`config.mk`:
```
export PLATFORM = sky130hd
export DESIGN_NAME = lattice_voter_model_sweep
export DESIGN_NICKNAME = d
export VERILOG_FILES = /design/src/lvms_pkg.sv /design/src/lattice_voter_model_sweep.sv /design/src/lvms_grids.sv
export SDC_FILE = /design/constraint.sdc
export NUM_CORES = 1
export LEC_CHECK = 0
export ABC_AREA = 1
export BUFFER_PORTS_ARGS = -buffer_cell sky130_fd_sc_hd__buf_2
export CAP_MARGIN = 20
export CORE_MARGIN = 1
export CORE_UTILIZATION = 50
export CTS_BUF_LIST = sky130_fd_sc_hd__clkbuf_8
export DETAILED_ROUTE_END_ITERATION = 8
export PLACE_DENSITY = 0.66
export SETUP_SLACK_MARGIN = 0.4
export SYNTH_ARGS = -nofsm -noshare
export SYNTH_HDL_FRONTEND = slang
export SYNTH_SLANG_ARGS = --single-unit
```
`constraint.sdc`:
```
create_clock -name clk -period 32.7 [get_ports clk]
set_input_delay 0 -clock clk [delete_from_list [all_inputs] [get_ports clk]]
set_output_delay 0 -clock clk [all_outputs]
set_load 0.02 [all_outputs]
```
`src/lvms_pkg.sv`:
```
// Shared types and constants for the lattice voter model sweep block.
`default_nettype none

package lvms_pkg;

  typedef enum logic {
    ACT_SEED   = 1'b0,
    ACT_UPDATE = 1'b1
  } action_t;

  typedef enum logic [1:0] {
    DIR_UP    = 2'd0,
    DIR_LEFT  = 2'd1,
    DIR_DOWN  = 2'd2,
    DIR_RIGHT = 2'd3
  } direction_t;

  typedef enum logic [1:0] {
    ST_CLEAR,
    ST_RUN,
    ST_READ
  } state_t;

  localparam logic [15:0] THRESHOLD_RESET = 16'd13107;

endpackage

`default_nettype wire

```
`src/lattice_voter_model_sweep.sv`:
```
// Top level of the lattice voter model sweep block.
//
// Voter model on a SIDE x SIDE torus of one-bit cells, visited in raster order.
// Input stream (s_*): one transfer per cell. s_tuser is the action (seed or
// update); s_tdata carries the random sample and the neighbour direction.
// Output stream (m_*): one transfer per input transfer, in order, giving the
// cell written and its value; m_tlast marks the last cell of a sweep, where
// the ones count and the all-ones, half and all-zeros flags are also valid.
// Configuration: cfg_we writes cfg_wdata into the seed threshold at once.
//
// Seeds and updates: a seed item is written and its result registered in the
// accept cycle, so seeds run at one item per cycle while the receiver keeps up.
// An update item reads its neighbour from the synchronous grid memory and
// finishes in ST_READ, with s_tready low, so no new item is taken until it is done.
// Reset: rst (synchronous) starts a clearing pass that zeroes both grids, one
// entry per cycle, with s_tready low; configuration writes are taken during it.
// A stalled receiver holds the output register; s_tready drops until the
// pending result leaves.
`default_nettype none

module lattice_voter_model_sweep
  import lvms_pkg::*;
#(
  parameter int SIDE = 16
) (
  input  wire logic        clk,
  input  wire logic        rst,
  input  wire logic        cfg_we,
  input  wire logic [15:0] cfg_wdata,
  input  wire logic        s_tvalid,
  output logic             s_tready,
  input  wire logic [23:0] s_tdata,  // sample[14:0], direction[16:15], zero pad
  input  wire logic        s_tuser,  // action
  output logic             m_tvalid,
  input  wire logic        m_tready,
  // cell_row[3:0], cell_col[7:4], cell_value[8], ones_count[17:9],
  // all_ones[18], half_ones[19], all_zeros[20], zero pad
  output logic [23:0]      m_tdata,
  output logic             m_tlast   // sweep_last
);

  localparam int CELLS  = SIDE * SIDE;
  localparam int ROW_W  = $clog2(SIDE);
  localparam int ADDR_W = $clog2(CELLS);
  localparam int CNT_W  = $clog2(CELLS + 1);

  state_t state, state_next;
  logic [ADDR_W-1:0] clear_addr;
  logic [ROW_W-1:0]  row, col;
  logic              current_is_b;
  logic [CNT_W-1:0]  running_ones;
  logic [15:0]       threshold;

  logic              s_accept, out_free, finish, fin_value, last;
  logic              q_a, q_b, we_a, we_b, wdata;
  logic [ADDR_W-1:0] waddr, raddr, cur_addr;
  logic [ROW_W-1:0]  nb_row, nb_col;
  logic [CNT_W-1:0]  cnt;
  logic              flag_all, flag_half, flag_zero;
  logic [ROW_W+3:0]  row_ext, col_ext;
  logic [CNT_W+8:0]  cnt_ext;
  action_t           action;
  direction_t        dir;

  assign action   = action_t'(s_tuser);
  assign dir      = direction_t'(s_tdata[16:15]);
  assign out_free = !m_tvalid || m_tready;
  assign s_accept = s_tvalid && s_tready;

  lvms_grids #(
    .DEPTH  (CELLS),
    .ADDR_W (ADDR_W)
  ) u_grids (
    .clk   (clk),
    .we_a  (we_a),
    .we_b  (we_b),
    .waddr (waddr),
    .wdata (wdata),
    .raddr (raddr),
    .q_a   (q_a),
    .q_b   (q_b)
  );

  // Neighbour position with torus wrap.
  always_comb begin
    nb_row = row;
    nb_col = col;
    unique case (dir)
      DIR_UP:    nb_row = (row == '0) ? ROW_W'(SIDE - 1) : row - 1'b1;
      DIR_LEFT:  nb_col = (col == '0) ? ROW_W'(SIDE - 1) : col - 1'b1;
      DIR_DOWN:  nb_row = (row == ROW_W'(SIDE - 1)) ? '0 : row + 1'b1;
      DIR_RIGHT: nb_col = (col == ROW_W'(SIDE - 1)) ? '0 : col + 1'b1;
      default:   nb_row = row;
    endcase
  end

  assign cur_addr = ADDR_W'(row) * ADDR_W'(SIDE) + ADDR_W'(col);
  assign raddr    = ADDR_W'(nb_row) * ADDR_W'(SIDE) + ADDR_W'(nb_col);
  assign last     = (row == ROW_W'(SIDE - 1)) && (col == ROW_W'(SIDE - 1));

  // Sequencer: clearing pass, then seed in ST_RUN or update through ST_RUN and ST_READ.
  always_comb begin
    state_next = state;
    s_tready   = 1'b0;
    finish     = 1'b0;
    fin_value  = 1'b0;
    we_a       = 1'b0;
    we_b       = 1'b0;
    waddr      = cur_addr;
    wdata      = 1'b0;
    unique case (state)
      ST_CLEAR: begin
        we_a  = 1'b1;
        we_b  = 1'b1;
        waddr = clear_addr;
        if (clear_addr == ADDR_W'(CELLS - 1)) begin
          state_next = ST_RUN;
        end
      end
      ST_RUN: begin
        s_tready  = out_free;
        fin_value = {1'b0, s_tdata[14:0]} < threshold;
        if (s_accept) begin
          if (action == ACT_SEED) begin
            // Seed writes the current grid.
            finish = 1'b1;
            wdata  = fin_value;
            we_a   = !current_is_b;
            we_b   = current_is_b;
          end else begin
            state_next = ST_READ;
          end
        end
      end
      ST_READ: begin
        // Neighbour bit from the current grid lands in the next grid.
        finish     = 1'b1;
        fin_value  = current_is_b ? q_b : q_a;
        wdata      = fin_value;
        we_a       = current_is_b;
        we_b       = !current_is_b;
        state_next = ST_RUN;
      end
      default: state_next = ST_CLEAR;
    endcase
  end

  assign cnt       = running_ones + CNT_W'(fin_value);
  assign flag_all  = last && (cnt == CNT_W'(CELLS));
  assign flag_half = last && ({cnt, 1'b0} == (CNT_W + 1)'(CELLS));
  assign flag_zero = last && (cnt == '0);
  assign row_ext   = {4'b0, row};
  assign col_ext   = {4'b0, col};
  assign cnt_ext   = {9'b0, (last ? cnt : CNT_W'(0))};

  always_ff @(posedge clk) begin
    if (rst) begin
      state        <= ST_CLEAR;
      clear_addr   <= '0;
      row          <= '0;
      col          <= '0;
      current_is_b <= 1'b0;
      running_ones <= '0;
      threshold    <= THRESHOLD_RESET;
      m_tvalid     <= 1'b0;
    end else begin
      state <= state_next;
      if (cfg_we) begin
        threshold <= cfg_wdata;
      end
      if (state == ST_CLEAR) begin
        clear_addr <= clear_addr + 1'b1;
      end
      if (finish) begin
        m_tvalid <= 1'b1;
        if (last) begin
          row          <= '0;
          col          <= '0;
          running_ones <= '0;
          if (state == ST_READ) begin
            current_is_b <= !current_is_b;
          end
        end else begin
          running_ones <= cnt;
          if (col == ROW_W'(SIDE - 1)) begin
            col <= '0;
            row <= row + 1'b1;
          end else begin
            col <= col + 1'b1;
          end
        end
      end else if (m_tready) begin
        m_tvalid <= 1'b0;
      end
    end
  end

  // Output payload: load on finish, hold otherwise.
  always_ff @(posedge clk) begin
    if (finish) begin
      m_tdata <= {3'b0, flag_zero, flag_half, flag_all, cnt_ext[8:0], fin_value,
                  col_ext[3:0], row_ext[3:0]};
      m_tlast <= last;
    end
  end

endmodule

`default_nettype wire

```
`src/lvms_grids.sv`:
```
// Two one-bit lattice memories sharing write and read addresses.
`default_nettype none

module lvms_grids #(
  parameter int DEPTH  = 256,
  parameter int ADDR_W = 8
) (
  input  wire logic              clk,
  input  wire logic              we_a,
  input  wire logic              we_b,
  input  wire logic [ADDR_W-1:0] waddr,
  input  wire logic              wdata,
  input  wire logic [ADDR_W-1:0] raddr,
  output logic                   q_a,
  output logic                   q_b
);

  logic mem_a [DEPTH];
  logic mem_b [DEPTH];

  always_ff @(posedge clk) begin
    if (we_a) begin
      mem_a[waddr] <= wdata;
    end
    q_a <= mem_a[raddr];
  end

  always_ff @(posedge clk) begin
    if (we_b) begin
      mem_b[waddr] <= wdata;
    end
    q_b <= mem_b[raddr];
  end

endmodule

`default_nettype wire

```
After elaboration in Yosys (flattened, before gate mapping) --
Memory sizes are Yosys's and may differ from the RTL's. A register that Yosys moved wholly into a read port is not among the register bits. Cells that the tools add are included.
Storage, ports and cells: register bits after elaboration 67, RAM bits 512, input bits 46, logic and storage cells 89, memories 2
Cells by class: $add $sub $neg 8, order comparisons 1, equality and inequality tests 13, multiplexer cells 36, reductions and logical operators 18
Memory list:
- u_grids.mem_a | depth 256, width 1, rd ports 1, clocked after Yosys merged registers in 1, wr ports 1, RTL line lvms_grids.sv:18 | logic mem_a [DEPTH];
- u_grids.mem_b | depth 256, width 1, rd ports 1, clocked after Yosys merged registers in 1, wr ports 1, RTL line lvms_grids.sv:19 | logic mem_b [DEPTH];
Operator list (count):
- $mux 4 | 7
- $add 8x4->8 | 2
- $lt 15x16->1 | 1
- $mux 1 | 16
- $pmux 4 s2 | 2
- $add 9x1->9 | 1
- $eq 9x8->1 const B | 1
- $eq 9x9->1 const B | 1
- $logic_not 9->1 | 1
- $mux 9 | 1
- $add 4x1->4 const B | 2
- $add 8x1->8 const B | 1
- $eq 4x4->1 const B | 2
- $eq 8x8->1 const B | 1
- $logic_not 4->1 | 2
- $mux 8 | 1
- $sub 4x1->4 const B | 2
- $eq 2x2->1 const B | 3
- $mux 2 | 3
- $ne 2x2->1 const B | 3
- $pmux 1 s2 | 3
- $pmux 1 s3 | 2
- $pmux 2 s3 | 1
- $reduce_and 3->1 | 2
- 7 further kinds | 15

Logic depth before layout (Yosys ltp) --
Gate-level depths: netlist of the first run.
depth after elaboration 8, gate-level depth with buffers 18

Modules after synthesis --
From an unflattened synthesis of the first run, not the netlist that was laid out.
Second synthesis, totals: cell total of the unflattened synthesis 2861, area total of the unflattened synthesis 27629.0 um^2
Modules (own cells, without submodules):
- lvms_grids | instances 1, cells an instance 2395, area an instance 24040.6 um^2, sequential area each 15414.8 um^2
- lattice_voter_model_sweep | instances 1, cells an instance 466, area an instance 3588.4 um^2, sequential area each 1561.5 um^2

Worst setup path before layout of the first run --
No wires, ideal clock.
path kind register to register, start point register state[1], end point memory u_grids.mem_a[0] (data pin), arrival time 21.114 ns, data required time 28.533 ns, slack 7.418 ns, stages on the path, launching flop included 9, buffers on the path 0, clock period less this slack 25.282 ns, cell sequence dfxtp_1 -> inv_1 -> ha_1 -> inv_1 -> a21oi_1 -> nand2_1 -> nor2_1 -> nand2_1 -> o21ai_0
On the way: cells in the longest elaborated chain, start to end 5
Ends and longest elaborated chain:
- start, declared | RTL line lattice_voter_model_sweep.sv:47 | state_t state, state_next;
- start signal, assigned | RTL line lattice_voter_model_sweep.sv:167 | state <= state_next;
- $eq 2x1->1 | RTL line lattice_voter_model_sweep.sv:111 | unique case (state)
- $mux 1 | RTL line lattice_voter_model_sweep.sv:111
- via s_tready | RTL line lattice_voter_model_sweep.sv:31 | output logic s_tready,
- $logic_and 1x1->1 | RTL line lattice_voter_model_sweep.sv:68 | assign s_accept = s_tvalid && s_tready;
- $mux 1 | RTL line lattice_voter_model_sweep.sv:123 | if (s_accept) begin
- $pmux 1 s2 | RTL line lattice_voter_model_sweep.sv:111
- via u_grids.wdata | RTL line lvms_grids.sv:12 | input wire logic wdata,
- end, declared | RTL line lvms_grids.sv:18
The timed path passes the listed nets, and every way through them passes these cells.

Worst setup path after layout of the first run --
start point register col[0], end point register u_grids.q_a, read port of u_grids.mem_a
On the way: cells in the longest elaborated chain, start to end 4
Ends and longest elaborated chain:
- start, declared | RTL line lattice_voter_model_sweep.sv:49 | logic [ROW_W-1:0] row, col;
- start signal, assigned | RTL line lattice_voter_model_sweep.sv:189 | col <= col + 1'b1;
- $add 4x1->4, or another cell as far along | RTL line lattice_voter_model_sweep.sv:92 | DIR_RIGHT: nb_col = (col == ROW_W'(SIDE - 1)) ? '0 : col + 1'b1;
- $mux 4, on equally long branches | RTL line lattice_voter_model_sweep.sv:92, lattice_voter_model_sweep.sv:90
- $pmux 4 s2 * | RTL line lattice_voter_model_sweep.sv:88 | unique case (dir)
- $add 8x4->8 * | RTL line lattice_voter_model_sweep.sv:98 | assign raddr = ADDR_W'(nb_row) * ADDR_W'(SIDE) + ADDR_W'(nb_col);
- end, declared | RTL line lvms_grids.sv:14 | output logic q_a,
Every way passes the cells marked *; elsewhere a longest branch is shown, timed or not. A chain may end at the register's enable or synchronous reset.

==> results.md, run 1 <==
Hold path:
- The capture endpoint of the worst hold path is col[3]$_SDFFE_PP0P_.
- The instance count along the most critical hold path is 6.
- The type of the worst min-delay path is primary input to flop.
- The start point of the worst hold path is s_tvalid.

Timing:
- Between clock sinks in the finished design, the worst skew comes to 0.0392 ns.
- The number of pins with negative max-slew slack in the final report is 0.
- Of the available clock period, the critical path in the final layout requires 0.149.
- The maximum achievable frequency is 205 MHz.
- The total negative setup slack is 0 ns.
- Setup repair after global routing left no endpoint under its margin.
- The hold violation count in the final report was 0.
- The worst path needs 4.87 ns of the cycle, external delays included.
- The relative max-transition margin is 0.256.
- Setup violations remaining at the end of the flow were counted as 0.
- At the pin with the least slew margin, the transition time is 1.12 ns.
- The final worst slack is 27.83 ns.

Floorplanning:
- The number of rows created at floorplan is 87.
- For this design the top-level I/O count stands at 73.
- The die covers 0.0590 mm^2.
- The width of the die is 243 um.
- The starting utilization of the core area is 0.510.
- The overall die height is 243 um.
- In this run the standard cell core region covers 0.0568 mm^2.

Setup path:
- Of all nets on the critical path, the largest fanout is 107.
- Counting cells, the worst reg-to-reg path comes to 16.
- The endpoint of the lowest-slack register-to-register path is u_grids.q_a$_DFF_P_.
- In this design, the critical path's most frequently occurring cell is nand3_1.
- The worst register-to-register path begins at col[0]$_SDFFE_PP0P_.
- For the worst setup path, the data required time is 33.26 ns.
- For flop-to-flop paths, the worst setup slack is 27.83 ns.
- The critical path is of the flop to flop type.
- For this design, the slowest cell found on the critical path is buf_4.
- The nature of the critical path startpoint is a flop.
- STA classifies the critical path endpoint as a flop.
- The peak per-stage delay on the critical path is 0.88 ns.
- The number of buffer and inverter instances along the worst setup path is 2.
- Grouping stages by cell kind, the critical path spends the most delay in simple AND/OR/NAND/NOR gates.
- The data arrival time of the critical path is 5.43 ns.
- Traced cell by cell, the critical path runs through ha_1, nand3_2, nand2_1, nand2_2, nand3_4, buf_4, buf_4, o21ai_0, nand2_1, nand3_1, nand3_1, nand3_1, nand3_1, nand3_1, nand3_1, nand2_1.

Power and ir drop:
- The maximum vdd ir drop is 0.0000681 V.
- In this run the power density over the cells is 61.7 mW/mm^2.
- For this design the static power due to leakage is 13.0 nW.

Route:
- The vias after detailed routing is 22900.
- The first TritonRoute pass finished after 5 iterations.
- The number of DRC violations after detailed-routing iteration 0 is 2229.
- Using the TritonRoute via totals, the vias-per-cell ratio works out to 5.52.
- The routed wire length per instance is 18.2 um.
- In this run the remaining antenna-violating nets after routing total 0.
- In the routed design, unresolved DRC markers number 0.
- The final wirelength is 75600 um.

Yosys:
- The most used flip-flop cell after synthesis is edfxtp_1.
- The largest total area in the synthesized netlist belongs to edfxtp_1.
- Of the total synthesized cell area, the portion taken by full adders, half adders and majority gates is 0.0108.
- By area the synthesized netlist is led by edfxtp_1 (55%), nand2_1 (8.6%), nor2_1 (7.6%), nand3_1 (6.2%), inv_1 (5.3%).
- The flop and latch count out of synthesis is 581.
- By instance count, the leading cell after synthesis is nand2_1.
- Measured against the total synthesized area, the mux share comes to 0.
- In the synthesized netlist the async set-or-reset flop fraction comes to 0.
- The largest family of logic cells by synthesized area is simple AND/OR/NAND/NOR gates.
- The post-synthesis cell type count is 40.
- The compound-gate portion of the synthesized area is 0.0578.
- The cell count after synthesis came out at 3269.
- For this run, the number of Yosys warnings is 0.
- The post-synthesis share of cell area spent on xor and xnor gates is 0.00302.
- The share of synthesized area in the top cell type comes to 0.553.
- The part of the Yosys area used for sequential elements is 0.585.
- Of the total synthesized cell area, the portion taken by AND, OR, NAND and NOR gates is 0.249.
- The commonest cells after synthesis are nand2_1 (667), nor2_1 (588), edfxtp_1 (534).
- The area of the mapped netlist is 0.0290 mm^2.
- The mean area per synthesized cell is 8.87 um^2.
- Counting flops with a built-in enable in the synthesized netlist gives 534.

Layout:
- The fraction of final layout cells sized beyond drive strength 1 is 0.0820.
- In the final layout, flip-flops and latches occupy 0.0170 mm^2.
- The number of inserted filler cells in the final layout is 5057.
- The final-stage net count is 3377.
- The post-synthesis to final-layout area growth is 10.6%.
- The footprint of the multi-input gates is 0.00945 mm^2.

Place:
- Input and output buffers added on the ports amount to 62.
- Routability-driven placement finished with a final weighted congestion of 0.868.
- The total half-perimeter wirelength after legalization and detailed placement is 40700 um.
- The worst slack at placement is 27.24 ns.

Global routing:
- The wire length of the first global-routing pass is 118000 um.
- The largest net degree at the start of global routing is 188.
- Global routing finished with a remaining overflow of 0.
- The via count of the first global-routing pass is 22300.
- Across every metal layer, demand over resource in global routing totals 0.255.
- The number of antenna violations at the first check in global routing is 1.

CTS:
- The clock passes through at most 3 buffers.
- The cell chosen for the clock root is clkbuf_8.
- The register clock-pin slew on the reported worst setup and hold paths is 0.06 ns.
- The number of setup buffers added after CTS is 0.
- The sink count of the clock tree is 581.
- The TritonCTS buffer count is 99.
- The clock tree synthesis step divided the H-tree into 3 levels.
- The later pin in the worst-skew pair is clocked with a latency of 0.71 ns.
- TritonCTS built the clock tree.

Run:
- Across the run, the number of max-cap violations was 0.

Outcome:
- The flow ran to the end, and the final reports show no timing, DRC or antenna violations.
-- flip-flops by register name, indices dropped and copies added (netlist names) --
register and count:
m_tlast 1, m_tvalid 1, u_grids.q_b 1, u_grids.mem_b 256, running_ones 9, col 4, row 4, threshold 16
u_grids.mem_a 256, state 2, current_is_b 1, u_grids.q_a 1, clear_addr 8, m_tdata 21
-- routing by layer --
metal  part of all wire  vias to the layer above  track usage
met1               0.39                    11000        0.312
met5                  0                        -            0
met2               0.49                      859        0.437
met3              0.080                      170       0.0471
met4              0.038                        0        0.119
li1                   -                    10900            -
-- placed cells by master, fill, tap and decap left out, drive strengths merged, types with 25 or more instances in the layout --
cell type	netlist	layout
clkbuf	92	107
inv	423	461
clkinv	1	36
dlygate4sd3	0	46
nand2	670	670
buf	133	113
o211ai	91	91
nand3	361	361
a21oi	47	47
o21ai	128	128
edfxtp	534	534
ha	25	25
nor2	590	590
dfxtp	47	47
nand4	91	91
-- worst max path at each step --
stage,start,endpoint,depth (start not counted)
after floorplan,state[1]$_SDFFE_PP0P_,u_grids.mem_a[0]$_DFFE_PP_,8
after detailed placement,col[0]$_SDFFE_PP0P_,u_grids.q_a$_DFF_P_,16
after global placement,col[1]$_SDFFE_PP0P_,u_grids.q_a$_DFF_P_,16
after CTS,col[0]$_SDFFE_PP0P_,u_grids.q_a$_DFF_P_,16
after global routing,col[0]$_SDFFE_PP0P_,u_grids.q_b$_DFF_P_,17
final,col[0]$_SDFFE_PP0P_,u_grids.q_a$_DFF_P_,16
-- final cells by class --
type	instances	share of cell area
inverter	424	0.0498
tap	756	0.0295
sequential	581	0.529
multi-input combinational	2041	0.295
clock inverter	78	0.0117
clock buffer	107	0.0459
timing repair buffer	159	0.0393
antenna	1	0.0000780
-- worst min-delay path, delay by kind of cell --
family          cells  cell delay (ns)
buf+inv             2             0.34
simple gates        2             0.15
compound gates      2             0.23
-- logic make-up (layout without fill, tap and decap cells) --
group                    count (synthesis)  after routing
buffers and inverters                  649            768
AND/OR/NAND/NOR                       1725           1725
AO/OA/AOI/OAI                          278            278
XOR/XNOR                                10             10
flip-flops                             581            581
other                                    1              4
adder cells (fa/ha/maj)                 25             25
-- stage by stage --
step / area [um^2] / total power, W / utilization / hold WS [ns] / cells
2_1_floorplan: 29000 / 0.00122 / - / 0.126 / 3271
3_3_place_gp: 29600 / 0.00135 / 0.521 / 0.214 / 3903
3_5_place_dp: 29700 / 0.00137 / 0.522 / 0.232 / 3909
4_1_cts: 32000 / 0.00198 / 0.563 / 0.0359 / 4140
5_1_grt: 32100 / 0.00207 / 0.565 / 0.165 / 4147
6_report: 32100 / 0.00198 / 0.565 / 0.106 / 4147
-- power breakdown --
part	internal (W)	switching (W)
registers	0.000842	0.00000935
logic	0.000116	0.000400
clock network	0.000316	0.000295
-- what timing repair did --
action / in CTS / in global routing
hold buffers: 46 / 0
resized for setup: 0 / 0
hold endpoints to repair: 35 / 0
No activity file was read; power rests on OpenSTA's default activity.
==> run 2, diff against run 1 <==
==> constraint.sdc (replaced) <==
create_clock -name clk -period 4.8 [get_ports clk]
set_input_delay 0 -clock clk [delete_from_list [all_inputs] [get_ports clk]]
set_output_delay 0 -clock clk [all_outputs]
set_load 0.02 [all_outputs]
==> run 2 against run 1 <==
  * Sequential power grew to 6.8 times the previous value
  * Cell count grew 0.22%
  * First-iteration DRC count shrank 9.0%
  * Fmax grew 30%
  * Wire length grew 1.8%
  * Via count grew 0.69%
==> results.md, run 2 (synthesis results as in run 1) <==
Setup path:
- The kind of cell with the highest combined delay along the critical path is compound AO/OA/AOI/OAI gates.
- The worst setup path is launched from a flop.
- The kind of capture point of the worst setup path is a flop.
- The dominant cell type by count on the critical path is ha_1.
- Data on the critical path arrives at its endpoint at 4.30 ns.
- The required time at the worst-slack endpoint is 5.34 ns.
- The cell with the biggest individual delay on the critical path is o21ai_0.
- The largest single stage delay on the critical path is 0.47 ns.
- The critical path in this run is classified as flop to flop.
- The critical path starts at threshold[1]$_SDFFE_PP1P_.
- The reg-to-reg startpoint is threshold[1]$_SDFFE_PP1P_.
- The number of buffer and inverter instances along the worst setup path is 2.
- Traced cell by cell, the critical path runs through inv_1, ha_1, o21a_1, o211ai_1, nand2_1, nand4_1, o211ai_1, a21oi_1, o21ai_2, o21ai_0, ha_1, ha_1, nand2_1, nor3b_1, nand3_1, xnor2_1, inv_1, nor2_1.
- Of all nets on the critical path, the largest fanout is 4.

Place:
- The total half-perimeter wirelength after legalization and detailed placement is 43700 um.
- The worst slack at placement is 1.18 ns.
- Once placement completed, the tool counted placed cells totaling 3936.
- The count of port buffers added during placement is 62.
- The final RePlAce weighted congestion is 0.837.

Floorplanning:
- The overall die height is 243 um.
- The initial utilization of the core area, before any placement, comes to 0.510.
- The die is 243 um wide.
- The full die area is 0.0590 mm^2.
- The floorplan has 87 rows.
- During I/O placement, the number of pins put on the boundary was 73.
- The floorplan step defined a core boundary enclosing 0.0568 mm^2.

Outcome:
- The flow ran to the end, and the final reports show no timing, DRC or antenna violations.

Power and ir drop:
- VDD sags by at most 0.000282 V.
- The reported leakage power is 13.1 nW.
- Power spread over the standard cell area amounts to 422 mW/mm^2.

CTS:
- The register clock-pin slew on the reported worst setup and hold paths is 0.06 ns.
- The clock reaches the later pin of the worst-skew pair after 0.71 ns.
- The number of setup buffers added after CTS is 0.
- The number of buffers on the longest clock path is 3.
- The cts-stage hold buffer count is 46.
- The TritonCTS clock tree is done.
- Counting the buffers created by CTS gives 99.
- The sink count of the clock tree is 581.
- The number of H-tree levels is 3.
- The cell sitting at the root of the clock tree is a clkbuf_8.
- Once the clock tree was built, the resizer swapped 0 gates to a different size.

Timing:
- Derived from the worst setup path, the maximum achievable clock frequency is 266 MHz.
- The pin slew with the least headroom to its limit is 1.13 ns.
- Setup violations remaining at the end of the flow were counted as 0.
- Dividing the final minimum period by the clock period gives 0.782.
- Across the routed clock network, the largest skew measured is 0.0276 ns.
- The number of pins with negative max-slew slack in the final report was 0.
- Setup repair after global routing left no endpoint under its margin.
- Measured against its own limit, the worst slew margin works out to 0.250.
- The final worst slack is 1.05 ns.
- The hold violation count in the final report is 0.
- The clock period minus worst slack is 3.75 ns.
- The final hold slack is 0.0808 ns.

Global routing:
- The number of antenna violations at the first check in global routing is 2.
- The largest net degree at the start of global routing is 154.
- Summed over all layers, the global routing overflow is 0.
- The overall global routing resource usage is 0.261.
- The via count of the first global-routing pass is 22400.
- The first global-routing pass estimated 120000 um of wire.

Route:
- The detailed-route vias per instance is 5.55.
- The routed design has 77000 um of wire.
- Once detail routing completed, the nets flagged for antenna violations numbered 0.
- The routed wire length per instance is 18.5 um.
- For this run, design rule violations remaining after detail routing come to 0.
- Before antenna repair, the detailed router went through 5 iterations.
- The number of DRC violations after detailed-routing iteration 0 is 2029.
- The vias after detailed routing is 23100.

Hold path:
- The worst hold path begins at s_tvalid.
- The path class of the tightest hold or removal check is primary input to flop.

Layout:
- Of the cells placed in the final design, the portion with a size suffix greater than 1 is 0.0898.
- In the layout the commonest cells are nand2_1 (667), nor2_1 (573), edfxtp_1 (534).
- The post-synthesis to final-layout area growth is 11.1%.
- In the final design database the tool counted 3398 nets.
- In the final layout, the registers with the most flip-flops are u_grids.mem_a: 256 flops, u_grids.mem_b: 256 flops, m_tdata: 21 flops.
- The library cell used most frequently in the layout, excluding fill and tap cells, is nand2_1.
- After the flow finishes, the layout carries non-filler instances totaling 4156.
- The utilization of the core after routing is 0.567.

Run:
- The number of maximum-capacitance constraint violations is 0.
## run 2: cell types whose count changed in the layout (fill, tap and decap cells not counted), sizes merged
cell,delta
buf,+21
clkbuf,-1
clkinv,-1
clkinvlp,-1
diode,+1
inv,-10
## run 2: area by class of cell
class,instances,area [um^2]
fillers,5050,24600
diodes,2,5.00
flip-flops and latches,581,17000
multi-input cells,2041,9420
repair buffers,180,1500
well taps,756,946
clock buffers,106,1460
inverters,424,1590
clock inverters,66,327
## run 2: layer usage
| metal | vias up | routed length [um] | GRT usage |
|---|---|---|---|
| met2 | 945 | 37200 | 0.441 |
| li1 | 10900 | - | - |
| met5 | - | 0 | 0 |
| met3 | 201 | 6050 | 0.0463 |
| met1 | 11000 | 30700 | 0.327 |
| met4 | 0 | 3110 | 0.115 |
## run 2: path summary, 6_finish.rpt
| path | slack (ns) | cells past startpoint | to |
|---|---|---|---|
| worst max register to register | 1.05 | 18 | m_tdata[18]$_DFFE_PP_ |
| worst min-delay path | 0.08 | 6 | col[3]$_SDFFE_PP0P_ |
| worst max-delay path | 1.05 | 18 | m_tdata[18]$_DFFE_PP_ |
| worst min register to register | 0.47 | 2 | running_ones[0]$_SDFFE_PP0P_ |
## run 2: stage by stage
| step | TNS [ns] | instance area [um^2] | total power [W] |
|---|---|---|---|
| global route | 0 | 32200 | 0.0142 |
| CTS | 0 | 32200 | 0.0136 |
| finish | 0 | 32200 | 0.0136 |
| global placement | 0 | 30000 | 0.00940 |
| detailed placement | 0 | 30000 | 0.00948 |
| floorplan | -1047.54 | 29000 | 0.00821 |
## run 2: power breakdown
group | switching (W) | internal, W
Combinational | 0.00277 | 0.000894
Clock | 0.00201 | 0.00212
Sequential | 0.0000664 | 0.00573
## run 2: worst register-to-register path, stage by stage, from the launching register on
cell,delay [ns]
dfxtp_1,0.32
inv_1,0.05
ha_1,0.27
o21a_1,0.11
o211ai_1,0.19
nand2_1,0.10
nand4_1,0.08
o211ai_1,0.11
a21oi_1,0.21
o21ai_2,0.10
o21ai_0,0.47
ha_1,0.29
ha_1,0.20
nand2_1,0.09
nor3b_1,0.33
nand3_1,0.14
xnor2_1,0.31
inv_1,0.10
nor2_1,0.13
